==> config.mk <==
export PLATFORM = sky130hd
export DESIGN_NAME = presence_validation_trigger
export DESIGN_NICKNAME = d
export VERILOG_FILES = /design/src/pvt_pkg.sv /design/src/pvt_elapsed.sv /design/src/presence_validation_trigger.sv
export SDC_FILE = /design/constraint.sdc
export NUM_CORES = 1
export LEC_CHECK = 0
export ABC_CLOCK_PERIOD_IN_PS = 8400
export BUFFER_PORTS_ARGS = -buffer_cell sky130_fd_sc_hd__buf_4
export CORE_AREA = 2 2 180 182
export CTS_CLUSTER_DIAMETER = 80
export DETAILED_ROUTE_END_ITERATION = 10
export DIE_AREA = 0 0 182 184
export GPL_ROUTABILITY_DRIVEN = 1
export PLACE_DENSITY = 0.6
export SLEW_MARGIN = 20
export SYNTH_ARGS = -nofsm -noshare
export SYNTH_HDL_FRONTEND = slang
export SYNTH_SLANG_ARGS = --single-unit
==> constraint.sdc <==
create_clock -name i_clk -period 8.4 [get_ports i_clk]
set_clock_uncertainty 0.15 [all_clocks]
set_input_delay 1.68 -clock i_clk [delete_from_list [all_inputs] [get_ports i_clk]]
set_output_delay 1.68 -clock i_clk [all_outputs]
set_load 0.05 [all_outputs]
==> src/pvt_pkg.sv <==
// pvt_pkg: shared types and constants for the presence validation trigger
// beat structs, register indexes, record codes and default parameter values
// no dependencies
package pvt_pkg;

    // fixed field widths
    localparam int TIME_US_W   = 48;
    localparam int SCORE_W     = 7;
    localparam int CLASS_W     = 8;
    localparam int KIND_W      = 2;
    localparam int COUNT_W     = 8;
    localparam int PHASE_W     = 2;
    localparam int SEC_W       = 6;
    // ticks per second up to 1e9 fits in 30 bits
    localparam int TICK_W      = 30;
    localparam int NEED_W      = SEC_W + TICK_W;

    // parameter defaults
    localparam int DEF_TIME_BITS        = 48;
    localparam int DEF_TICKS_PER_SECOND = 1000000;

    // configuration port
    localparam int CFG_IDX_W  = 3;
    localparam int CFG_DATA_W = 8;

    localparam logic [CFG_IDX_W-1:0] CFG_SCORE_THRESHOLD  = 3'd0;
    localparam logic [CFG_IDX_W-1:0] CFG_TARGET_CLASS     = 3'd1;
    localparam logic [CFG_IDX_W-1:0] CFG_VALIDATE_SECONDS = 3'd2;
    localparam logic [CFG_IDX_W-1:0] CFG_DEBOUNCE_SECONDS = 3'd3;
    localparam logic [CFG_IDX_W-1:0] CFG_COOLDOWN_SECONDS = 3'd4;

    // register reset values
    localparam logic [SCORE_W-1:0] RST_SCORE_THRESHOLD  = 7'd75;
    localparam logic [CLASS_W-1:0] RST_TARGET_CLASS     = 8'd0;
    localparam logic [SEC_W-1:0]   RST_VALIDATE_SECONDS = 6'd2;
    localparam logic [SEC_W-1:0]   RST_DEBOUNCE_SECONDS = 6'd1;
    localparam logic [SEC_W-1:0]   RST_COOLDOWN_SECONDS = 6'd8;

    // beat modes
    localparam logic MODE_RECORD    = 1'b0;
    localparam logic MODE_FRAME_END = 1'b1;

    // record kinds
    localparam logic [KIND_W-1:0] KIND_BOX      = 2'd0;
    localparam logic [KIND_W-1:0] KIND_CLASS    = 2'd1;
    localparam logic [KIND_W-1:0] KIND_KEYPOINT = 2'd2;
    localparam logic [KIND_W-1:0] KIND_INVALID  = 2'd3;

    localparam logic [COUNT_W-1:0] COUNT_MAX = 8'd255;

    typedef struct packed {
        logic                 mode;
        logic [KIND_W-1:0]    record_kind;
        logic [CLASS_W-1:0]   record_target;
        logic [SCORE_W-1:0]   record_score;
        logic [TIME_US_W-1:0] time_us;
    } t_in_beat;

    typedef struct packed {
        logic               wake;
        logic [KIND_W-1:0]  frame_kind;
        logic [COUNT_W-1:0] match_count;
        logic [PHASE_W-1:0] phase;
    } t_out_beat;

endpackage

==> src/pvt_elapsed.sv <==
// pvt_elapsed: wrapping time difference compared against seconds * tick rate
// uses pvt_pkg for widths
module pvt_elapsed
    import pvt_pkg::*;
#(
    parameter int TIME_BITS        = DEF_TIME_BITS,
    parameter int TICKS_PER_SECOND = DEF_TICKS_PER_SECOND
) (
    input  logic [TIME_BITS-1:0] i_now,
    input  logic [TIME_BITS-1:0] i_since,
    input  logic [SEC_W-1:0]     i_seconds,
    output logic                 o_met
);

    localparam int CMP_W = (TIME_BITS > NEED_W) ? TIME_BITS : NEED_W;

    logic [TIME_BITS-1:0] w_diff;
    logic [NEED_W-1:0]    w_need;

    // difference wraps modulo 2^TIME_BITS
    assign w_diff = i_now - i_since;

    // duration in ticks, constant multiplier
    assign w_need = NEED_W'(i_seconds) * NEED_W'(TICKS_PER_SECOND);

    assign o_met = CMP_W'(w_diff) >= CMP_W'(w_need);

endmodule

==> src/presence_validation_trigger.sv <==
// presence_validation_trigger: top level, record accumulation and phase machine
// depends on pvt_pkg and pvt_elapsed
//
// order: an accepted frame-end beat is registered in the input register, evaluated
// from it once it drains, and its result is presented from the result register
// throughput: one beat per cycle; records always leave the input register, frame
// ends only when the result register is free or being taken
// reset: synchronous active-low; state and configuration registers return to their defaults, phase idle
module presence_validation_trigger
    import pvt_pkg::*;
#(
    parameter int TIME_BITS        = DEF_TIME_BITS,
    parameter int TICKS_PER_SECOND = DEF_TICKS_PER_SECOND
) (
    input  logic                  i_clk,
    input  logic                  i_rst_n,
    input  logic                  i_in_valid,
    output logic                  o_in_ready,
    input  t_in_beat              i_in_data,
    output logic                  o_out_valid,
    input  logic                  i_out_ready,
    output t_out_beat             o_out_data,
    input  logic                  i_cfg_we,
    input  logic [CFG_IDX_W-1:0]  i_cfg_idx,
    input  logic [CFG_DATA_W-1:0] i_cfg_data
);

    typedef enum logic [PHASE_W-1:0] {
        PH_IDLE       = 2'd0,
        PH_VALIDATING = 2'd1,
        PH_COOLDOWN   = 2'd2
    } t_phase;

    // configuration registers
    logic [SCORE_W-1:0] r_score_thr;
    logic [CLASS_W-1:0] r_target;
    logic [SEC_W-1:0]   r_validate_s;
    logic [SEC_W-1:0]   r_debounce_s;
    logic [SEC_W-1:0]   r_cooldown_s;

    // input and result stages
    logic      r_in_valid;
    t_in_beat  r_in;
    logic      r_out_valid;
    t_out_beat r_out;
    logic      n_out_valid;
    t_out_beat n_out;

    // trigger state
    t_phase               r_phase, n_phase;
    logic [TIME_BITS-1:0] r_start, n_start;
    logic [TIME_BITS-1:0] r_last, n_last;
    logic                 r_pending, n_pending;
    logic [KIND_W-1:0]    r_seen_kind, n_seen_kind;
    logic                 r_has_kind, n_has_kind;
    logic [COUNT_W-1:0]   r_matches, n_matches;

    logic                 w_advance;
    logic                 w_is_frame;
    logic [63:0]          w_time_ext;
    logic [TIME_BITS-1:0] w_now;
    logic [TIME_BITS-1:0] w_eff_start;
    logic [TIME_BITS-1:0] w_since;
    logic [SEC_W-1:0]     w_seconds;
    logic                 w_met;
    logic                 w_present;
    logic                 w_take;
    logic                 w_hit;
    logic                 w_wake;

    // handshake: input stage moves on when its result has somewhere to go
    assign w_is_frame  = (r_in.mode == MODE_FRAME_END);
    assign w_advance   = r_in_valid && (!w_is_frame || !r_out_valid || i_out_ready);
    assign o_in_ready  = !r_in_valid || w_advance;
    assign o_out_valid = r_out_valid;
    assign o_out_data  = r_out;

    // frame timestamp reduced to the timer width
    assign w_time_ext = 64'(r_in.time_us);
    assign w_now      = w_time_ext[TIME_BITS-1:0];

    assign w_present   = (r_matches != '0);
    assign w_eff_start = r_pending ? w_now : r_start;

    // one shared duration check, selected by phase
    always_comb begin
        w_since   = w_eff_start;
        w_seconds = r_cooldown_s;
        if (r_phase == PH_VALIDATING) begin
            if (w_present) begin
                w_seconds = r_validate_s;
            end else begin
                w_since   = r_last;
                w_seconds = r_debounce_s;
            end
        end
    end

    pvt_elapsed #(
        .TIME_BITS        (TIME_BITS),
        .TICKS_PER_SECOND (TICKS_PER_SECOND)
    ) u_elapsed (
        .i_now     (w_now),
        .i_since   (w_since),
        .i_seconds (w_seconds),
        .o_met     (w_met)
    );

    // record acceptance rules
    assign w_take = (r_in.record_kind != KIND_INVALID)
                 && (!r_has_kind || (r_seen_kind == r_in.record_kind))
                 && !((r_in.record_kind == KIND_BOX) && w_present);
    assign w_hit  = (r_in.record_target == r_target) && (r_in.record_score > r_score_thr);

    // next state for records and frame ends
    always_comb begin
        n_phase     = r_phase;
        n_start     = r_start;
        n_last      = r_last;
        n_pending   = r_pending;
        n_seen_kind = r_seen_kind;
        n_has_kind  = r_has_kind;
        n_matches   = r_matches;
        n_out_valid = r_out_valid && !i_out_ready;
        n_out       = r_out;
        w_wake      = 1'b0;
        if (w_advance) begin
            if (!w_is_frame) begin
                // detection record
                if (r_in.record_kind != KIND_INVALID && !r_has_kind) begin
                    n_has_kind  = 1'b1;
                    n_seen_kind = r_in.record_kind;
                end
                if (w_take && w_hit && r_matches != COUNT_MAX) begin
                    n_matches = r_matches + 1'b1;
                end
            end else begin
                // end of frame: pending cooldown start, then phase step
                n_start   = w_eff_start;
                n_pending = 1'b0;
                case (r_phase)
                    PH_VALIDATING: begin
                        if (w_present) begin
                            n_last = w_now;
                            w_wake = w_met;
                        end else if (w_met) begin
                            n_phase = PH_IDLE;
                            n_last  = '0;
                        end
                    end
                    PH_COOLDOWN: begin
                        if (!w_present && w_met) begin
                            n_phase = PH_IDLE;
                        end
                    end
                    default: begin
                        n_phase = PH_IDLE;
                        if (w_present) begin
                            n_phase = PH_VALIDATING;
                            n_start = w_now;
                            n_last  = w_now;
                        end
                    end
                endcase
                if (w_wake) begin
                    n_phase   = PH_COOLDOWN;
                    n_pending = 1'b1;
                end
                n_out_valid       = 1'b1;
                n_out.wake        = w_wake;
                n_out.frame_kind  = r_has_kind ? r_seen_kind : KIND_BOX;
                n_out.match_count = r_matches;
                n_out.phase       = PHASE_W'(n_phase);
                // clear frame accumulation
                n_seen_kind = KIND_BOX;
                n_has_kind  = 1'b0;
                n_matches   = '0;
            end
        end
    end

    // state, stages and configuration
    always_ff @(posedge i_clk) begin
        if (!i_rst_n) begin
            r_score_thr  <= RST_SCORE_THRESHOLD;
            r_target     <= RST_TARGET_CLASS;
            r_validate_s <= RST_VALIDATE_SECONDS;
            r_debounce_s <= RST_DEBOUNCE_SECONDS;
            r_cooldown_s <= RST_COOLDOWN_SECONDS;
            r_in_valid   <= 1'b0;
            r_out_valid  <= 1'b0;
            r_phase      <= PH_IDLE;
            r_start      <= '0;
            r_last       <= '0;
            r_pending    <= 1'b0;
            r_seen_kind  <= KIND_BOX;
            r_has_kind   <= 1'b0;
            r_matches    <= '0;
        end else begin
            if (i_cfg_we) begin
                case (i_cfg_idx)
                    CFG_SCORE_THRESHOLD:  r_score_thr  <= i_cfg_data[SCORE_W-1:0];
                    CFG_TARGET_CLASS:     r_target     <= i_cfg_data[CLASS_W-1:0];
                    CFG_VALIDATE_SECONDS: r_validate_s <= i_cfg_data[SEC_W-1:0];
                    CFG_DEBOUNCE_SECONDS: r_debounce_s <= i_cfg_data[SEC_W-1:0];
                    CFG_COOLDOWN_SECONDS: r_cooldown_s <= i_cfg_data[SEC_W-1:0];
                    default: ;
                endcase
            end
            if (i_in_valid && o_in_ready) begin
                r_in_valid <= 1'b1;
            end else if (w_advance) begin
                r_in_valid <= 1'b0;
            end
            r_out_valid <= n_out_valid;
            r_phase     <= n_phase;
            r_start     <= n_start;
            r_last      <= n_last;
            r_pending   <= n_pending;
            r_seen_kind <= n_seen_kind;
            r_has_kind  <= n_has_kind;
            r_matches   <= n_matches;
        end
    end

    // payload registers
    always_ff @(posedge i_clk) begin
        if (i_in_valid && o_in_ready) begin
            r_in <= i_in_data;
        end
        r_out <= n_out;
    end

`ifndef SYNTHESIS
    // a waking frame always reports cooldown
    a_wake_cooldown: assert property (@(posedge i_clk) disable iff (!i_rst_n)
        o_out_valid && o_out_data.wake |-> o_out_data.phase == PHASE_W'(PH_COOLDOWN))
        else $error("wake reported outside cooldown");

    // a pending cooldown start only exists while in cooldown
    a_pending_phase: assert property (@(posedge i_clk) disable iff (!i_rst_n)
        r_pending |-> r_phase == PH_COOLDOWN)
        else $error("cooldown pending outside cooldown");

    // frame accumulation is empty after a frame end
    a_frame_clear: assert property (@(posedge i_clk) disable iff (!i_rst_n)
        w_advance && w_is_frame |=> r_matches == '0 && !r_has_kind)
        else $error("frame state not cleared");

    // a result that is not taken stays
    a_out_hold: assert property (@(posedge i_clk) disable iff (!i_rst_n)
        o_out_valid && !i_out_ready |=> o_out_valid && $stable(o_out_data))
        else $error("result dropped while stalled");
`endif

endmodule

# --- After elaboration in Yosys (flattened, before gate mapping) ---
# Cells that the tools add are included.
classes:
  n_lt_le_gt_ge: 2
  n_mux: 32
  n_mul: 1
  n_addsub: 2
  n_bitwise: 1
  n_eq_ne: 10
  reduce_logical: 40
op_table:
  columns: ["cell", "n"]
  rows:
  - ["48-bit 2-to-1 mux", 8]
  - ["48-bit case mux with 2 select lines", 1]
  - ["48-bit by 26-bit greater-or-equal comparator with 1-bit output", 1]
  - ["48-bit subtractor", 1]
  - ["6-bit by 14-bit multiplier with 20-bit output (second input constant)", 1]
  - ["8-bit 2-to-1 mux", 2]
  - ["2-bit AND reduction", 8]
  - ["1-bit 2-to-1 mux", 12]
  - ["2-bit 2-to-1 mux", 6]
  - ["6-bit 2-to-1 mux", 2]
  - ["1-bit logical AND", 11]
  - ["2-bit nonzero test", 5]
  - ["8-bit by 1-bit adder with 8-bit output (second input constant)", 1]
  - ["8-bit equality test", 1]
  - ["8-bit != test (second input constant)", 1]
  - ["8-bit nonzero test", 1]
  - ["7-bit greater-than comparator", 1]
  - ["1-bit logical NOT", 7]
  - ["3-bit by 2-bit equality test with 1-bit output (second input constant)", 2]
  - ["5-bit AND reduction", 1]
  - ["1-bit logical OR", 4]
  - ["2-bit case mux with 2 select lines", 1]
  - ["3-bit by 1-bit equality test with 1-bit output (second input constant)", 1]
  - ["3-bit equality test (second input constant)", 1]
  - ["8 further kinds", 8]
word_totals:
  in_bits: 82
  elab_cells: 111
  ff_bits: 224
  output_inout_bits: 15

# --- Logic depth before layout (Yosys ltp) ---
depth:
  ltp_word: 10
  mapped_depth: 36
  mapped_depth_nobuf: 33

# --- Modules after synthesis ---
# A second synthesis with hierarchy kept.
hier_totals:
  cells_unflattened: 1483
  area_unflattened_um2: 13651.8
modules_own_cells:
  columns: ["mod", "instances", "area_per_inst_um2", "seq_area_each_um2", "cells_each"]
  rows:
  - ["presence_validation_trigger", 1, 8999.9, 5275.1, 829]
  - ["pvt_elapsed", 1, 4652.0, 0.0, 654]

# --- Least setup slack after synthesis ---
# No wires, ideal clock.
synth_path:
  kind: "reg2reg"
  start: "reg r_matches[0]"
  end: "reg r_last[27]"
  path_slack_ns: 1.122
  path_buffers: 3
  period_less_slack_ns: 7.278
  setup_ns: 0.067
  required_time_ns: 8.183
  arrival_ns: 7.061
  stages_incl_launch_ff: 34
  cell_sequence: "dfxtp_1 -> inv_1 -> ha_1 -> nor4b_2 -> and2_1 -> clkbuf_1 -> nand2_1 -> a31oi_1 -> fa_1 -> inv_1 -> fa_1 -> inv_1 -> fa_1 -> inv_1 -> ha_1 -> a21oi_1 -> o21ai_1 -> a311o_1 -> a21oi_1 -> xnor2_1 -> ha_1 -> nand4_1 -> nor4_1 -> o31ai_1 -> o31ai_1 -> or4_1 -> nor4_1 -> o211ai_1 -> nor4_2 -> a41oi_2 -> o21a_1 -> buf_6 -> buf_6 -> o21ai_2"
synth_between:
  elab_chain_len: 7
  word_cells_on_any_way: 13
  classes_between: "add/sub: 1; mul: 1; order compare: 1; mux: 6; reduce/logical: 4"
synth_lines:
  columns: ["item", "line", "text"]
  rows:
  - ["start, declared", "presence_validation_trigger.sv:56", "logic [COUNT_W-1:0] r_matches, n_matches;"]
  - ["start signal, assigned", "presence_validation_trigger.sv:222", "r_matches <= n_matches;"]
  - ["8-bit nonzero test *", "presence_validation_trigger.sv:82", "assign w_present = (r_matches != '0);"]
  - ["6-bit 2-to-1 mux or 48-bit 2-to-1 mux (tied branches)", "presence_validation_trigger.sv:90", "if (w_present) begin"]
  - ["6-bit 2-to-1 mux or 48-bit 2-to-1 mux (tied branches)", "presence_validation_trigger.sv:89", "if (r_phase == PH_VALIDATING) begin"]
  - ["6-bit by 14-bit multiplier with 20-bit output or 48-bit subtractor (tied branches)", "pvt_elapsed.sv:24, pvt_elapsed.sv:21", null]
  - ["48-bit by 26-bit greater-or-equal comparator with 1-bit output", "pvt_elapsed.sv:26", "assign o_met = CMP_W'(w_diff) >= CMP_W'(w_need);"]
  - ["2-bit nonzero test (no source line)", null, null]
  - ["5-bit AND reduction (no source line)", null, null]
  - ["end signal, assigned", "presence_validation_trigger.sv:218", "r_last <= n_last;"]
  - ["end, declared", "presence_validation_trigger.sv:52", "logic [TIME_BITS-1:0] r_last, n_last;"]
# Mark *: on every way between the ends. The rest lies on a longest branch, timed or not.
# A chain may end at the register's enable or synchronous reset.

# --- Worst setup path in the final report ---
layout_path:
  start: "reg r_matches[0]"
  end: "reg r_last[24]"
# Same word-level chain as after synthesis.

==> impl_metrics.py <==
metrics = {
    "timing": {
        "maxSlewHeadroom": 0.304,
        "finalMaxSlewViolations": 0,
        "worst_pin_slew_ps": 1040,
        "final-setup-viol-count": 0,
        "finalHoldViolations": 0,
        "setup_ws_ps": 551,
        "fin_crit_sh": 0.934,
        "fmax_mhz": 127,
        "finalCriticalPeriod_ps": 7850,
    },
    "drt": {
        "wl_met3_um": 1570,
        "first_pass_iters": 5,
        "first_iter_violations": 733,
        "routed_via_density": 5.64,
        "highest_layer": "met4",
        "wl_met1_um": 18200,
        "drc": 0,
        "num_vias": 11500,
        "wl_um": 37900,
        "dr_wl_met2_um": 17300,
        "wl_per_cell_um": 18.5,
        "ant_nets": 0,
    },
    "min_path": {
        "hold_path_class": "register to register",
    },
    "place": {
        "dp.cells": 1993,
        "dp_hpwl_um": 28200,
        "place_ws_ps": 158,
        "port_buffers": 96,
        "place_congestion": 0.966,
    },
    "power_and_ir_drop": {
        "netSwitchingPower_w": 0.000732,
        "pwr-share-seq": 0.427,
        "clockPowerShare": 0.422,
        "comb_power_share": 0.151,
        "cellPowerDensity_nw_per_um2": 173,
        "p_leak_nw": 6.27,
        "internal-power_w": 0.00202,
        "finalPower_w": 0.00275,
        "irDropWorstVdd_mv": 0.153,
        "switching_share": 0.266,
    },
    "yosys": {
        "synth_top_area_share": 0.208,
        "avgSynthCellArea_um2": 8.95,
        "yosysSeqAreaShare": 0.377,
        "synth_edf_count": 79,
        "synth.largest_area_cell": "dfxtp_1",
        "syn_inst": 1563,
        "syn-num-nets": 1766,
        "yosys_register_bits": 224,
        "yosys.cell_types.count": 85,
        "yosysWarnings": 0,
        "synth_area_um2": 14000,
        "synth_ff_type": "dfxtp_1",
        "postSynth.asyncResetShare": 0,
        "synth_top_cells_by_area": "dfxtp_1 21%, edfxtp_1 17%, ha_1 9.8%",
    },
    "die": {
        "pin_count": 97,
        "core_um2": 31400,
        "row_count": 65,
        "chipHeight_um": 184,
        "dieArea_um2": 33500,
        "start_util": 0.445,
        "die_w_um": 182,
    },
    "critical_path": {
        "cp_slowest_cell": "fa_1",
        "endpoint_kind": "register",
        "crit_path_max_fanout": 16,
        "cp.arrival_ps": 8160,
        "slowest_delay_ps": 540,
        "cpMostUsedCell": "inv_1",
        "start_kind": "register",
        "crit_type": "register to register",
        "required_ps": 8710,
    },
    "grt": {
        "overflow": 0,
        "grt.total_usage": 0.225,
        "antenna_found_initial": 0,
        "grt_pass1_vias": 11200,
        "grt_start_max_net_pins": 94,
        "grt_pass1_wl_um": 61300,
    },
    "layout": {
        "area_delta_synth_final_pct": 14.1,
        "nNetsFinal": 1827,
        "multi_input_area_um2": 8170,
        "drive_above_1_share": 0.122,
        "fill_cells": 2941,
        "stdcell_count": 2047,
        "n_antenna_cell": 0,
        "final-seq-area_um2": 5280,
    },
    "clock_tree": {
        "cts_buffer_depth": 3,
        "hold_buffers": 0,
        "clock-root-buffer": "clkbuf_16",
        "cts_tree": "built",
        "cts_sinks": 224,
        "htreeDepth": 1,
        "clkTransAtPathRegs_ps": 60,
        "numCtsBuffers": 27,
        "clock_latency_ps": 540,
    },
    "run": {
        "maxCapViolations": 0,
    },
    "status": {
        "status": "complete, no violations",
    },
}
-- power groups by stage --
stage,clock network (W),logic (W),registers (W)
6_report,0.00116,0.000417,0.00118
5_1_grt,0.00124,0.000462,0.00118
4_1_cts,0.00119,0.000413,0.00118
3_5_place_dp,0,0.000411,0.00120
3_3_place_gp,0,0.000408,0.00120
2_1_floorplan,0,0.000272,0.00120
-- logic make-up after synthesis --
family,after synthesis,synth area share
flip-flops,224,0.377
XOR/XNOR,57,0.0357
adder cells (fa/ha/maj),123,0.116
buffers and inverters,148,0.0430
AND/OR/NAND/NOR,504,0.169
multiplexers,75,0.0539
AO/OA/AOI/OAI,432,0.205
-- final timing paths --
kind	from	cells past startpoint	slack (ps)	to
hold reg to reg	r_last[15]	2	300	r_last[15]
setup reg to reg	r_matches[0]	32	550	r_last[24]
setup / recovery	r_matches[0]	32	550	r_last[24]
hold / removal	r_last[15]	2	300	r_last[15]
-- area by class of cell --
type	instances	area share
sequential	224	0.331
inverter	66	0.0155
tap	402	0.0315
clock inverter	10	0.00667
multi-input combinational	1191	0.512
timing repair buffer	114	0.0544
clock buffer	40	0.0493
-- sequential cells by signal (all words and copies together) (netlist names), 7 cells and up --
name,cells
o_out_data,13
r_target,8
r_in,17
r_score_thr,7
r_last,48
r_matches,8
r_start,48
w_now,48
-- cells in the final DEF, fill, tap and decap left out, drive strengths merged, types with 5 or more instances in the layout --
cell	Yosys	layout
nand2	258	258
o21ai	154	154
dfxtp	145	145
buf	22	114
ha	110	110
a21oi	88	88
edfxtp	79	79
mux2i	73	73
nor2	73	73
inv	66	68
a22o	49	49
clkbuf	60	40
xnor2	37	37
nand4	31	31
nor2b	27	27
nand3	26	26
xor2	20	20
a21boi	20	20
a21o	14	14
a31oi	14	14
o211ai	13	13
nor3	13	13
o21a	13	13
and2	12	12
o21bai	11	11
fa	11	11
or3	10	10
nand2b	9	9
and4	8	8
nor4	7	7
o31ai	7	7
and3	6	6
a2111oi	6	6
a211oi	5	5
clkinv	0	5
-- cells in the mapped netlist, types with 18 or more instances --
master    number
nand4_1       31
xor2_1        20
dfxtp_1      145
a21oi_1       85
nor2_1        73
nand2_1      257
a22o_1        49
o21ai_2       20
edfxtp_1      79
a21boi_0      18
nand3_1       26
nor2b_1       27
inv_1         66
o21ai_0      127
ha_1         110
xnor2_1       37
mux2i_1       73
clkbuf_1      60
-- layer usage --
layer,up-vias,GRT usage
li1,5776,-
met5,-,0
met1,5480,0.311
met2,252,0.377
met4,0,0.0510
met3,39,0.0293
-- repair_timing --
item | CTS | global route
buffers inserted | 0 | 4
endpoints found under the hold margin | 0 | 0
gates resized for setup | 0 | 6
setup endpoints to repair | 0 | 53
-- worst max-delay path, delay by kind of cell, from the launching register on --
kind / cells / cell delay (ps)
buf+inv: 6 / 630
fa+ha+maj: 6 / 2360
mux: 1 / 230
simple gates: 7 / 1760
xor+xnor: 1 / 160
compound gates: 11 / 2100
flops: 1 / 360
-- through the flow --
step           TNS [ps]  instance area, um2  utilization  hold WS [ps]
4_1_cts               0               15900        0.506           305
6_report              0               16000        0.508           302
5_1_grt           -10.8               16000        0.508           320
3_5_place_dp          0               15000        0.478           298
3_3_place_gp          0               15000        0.478           290
2_1_floorplan         0               14000            -           283
Note: power is estimated with default switching activity, not from simulation.
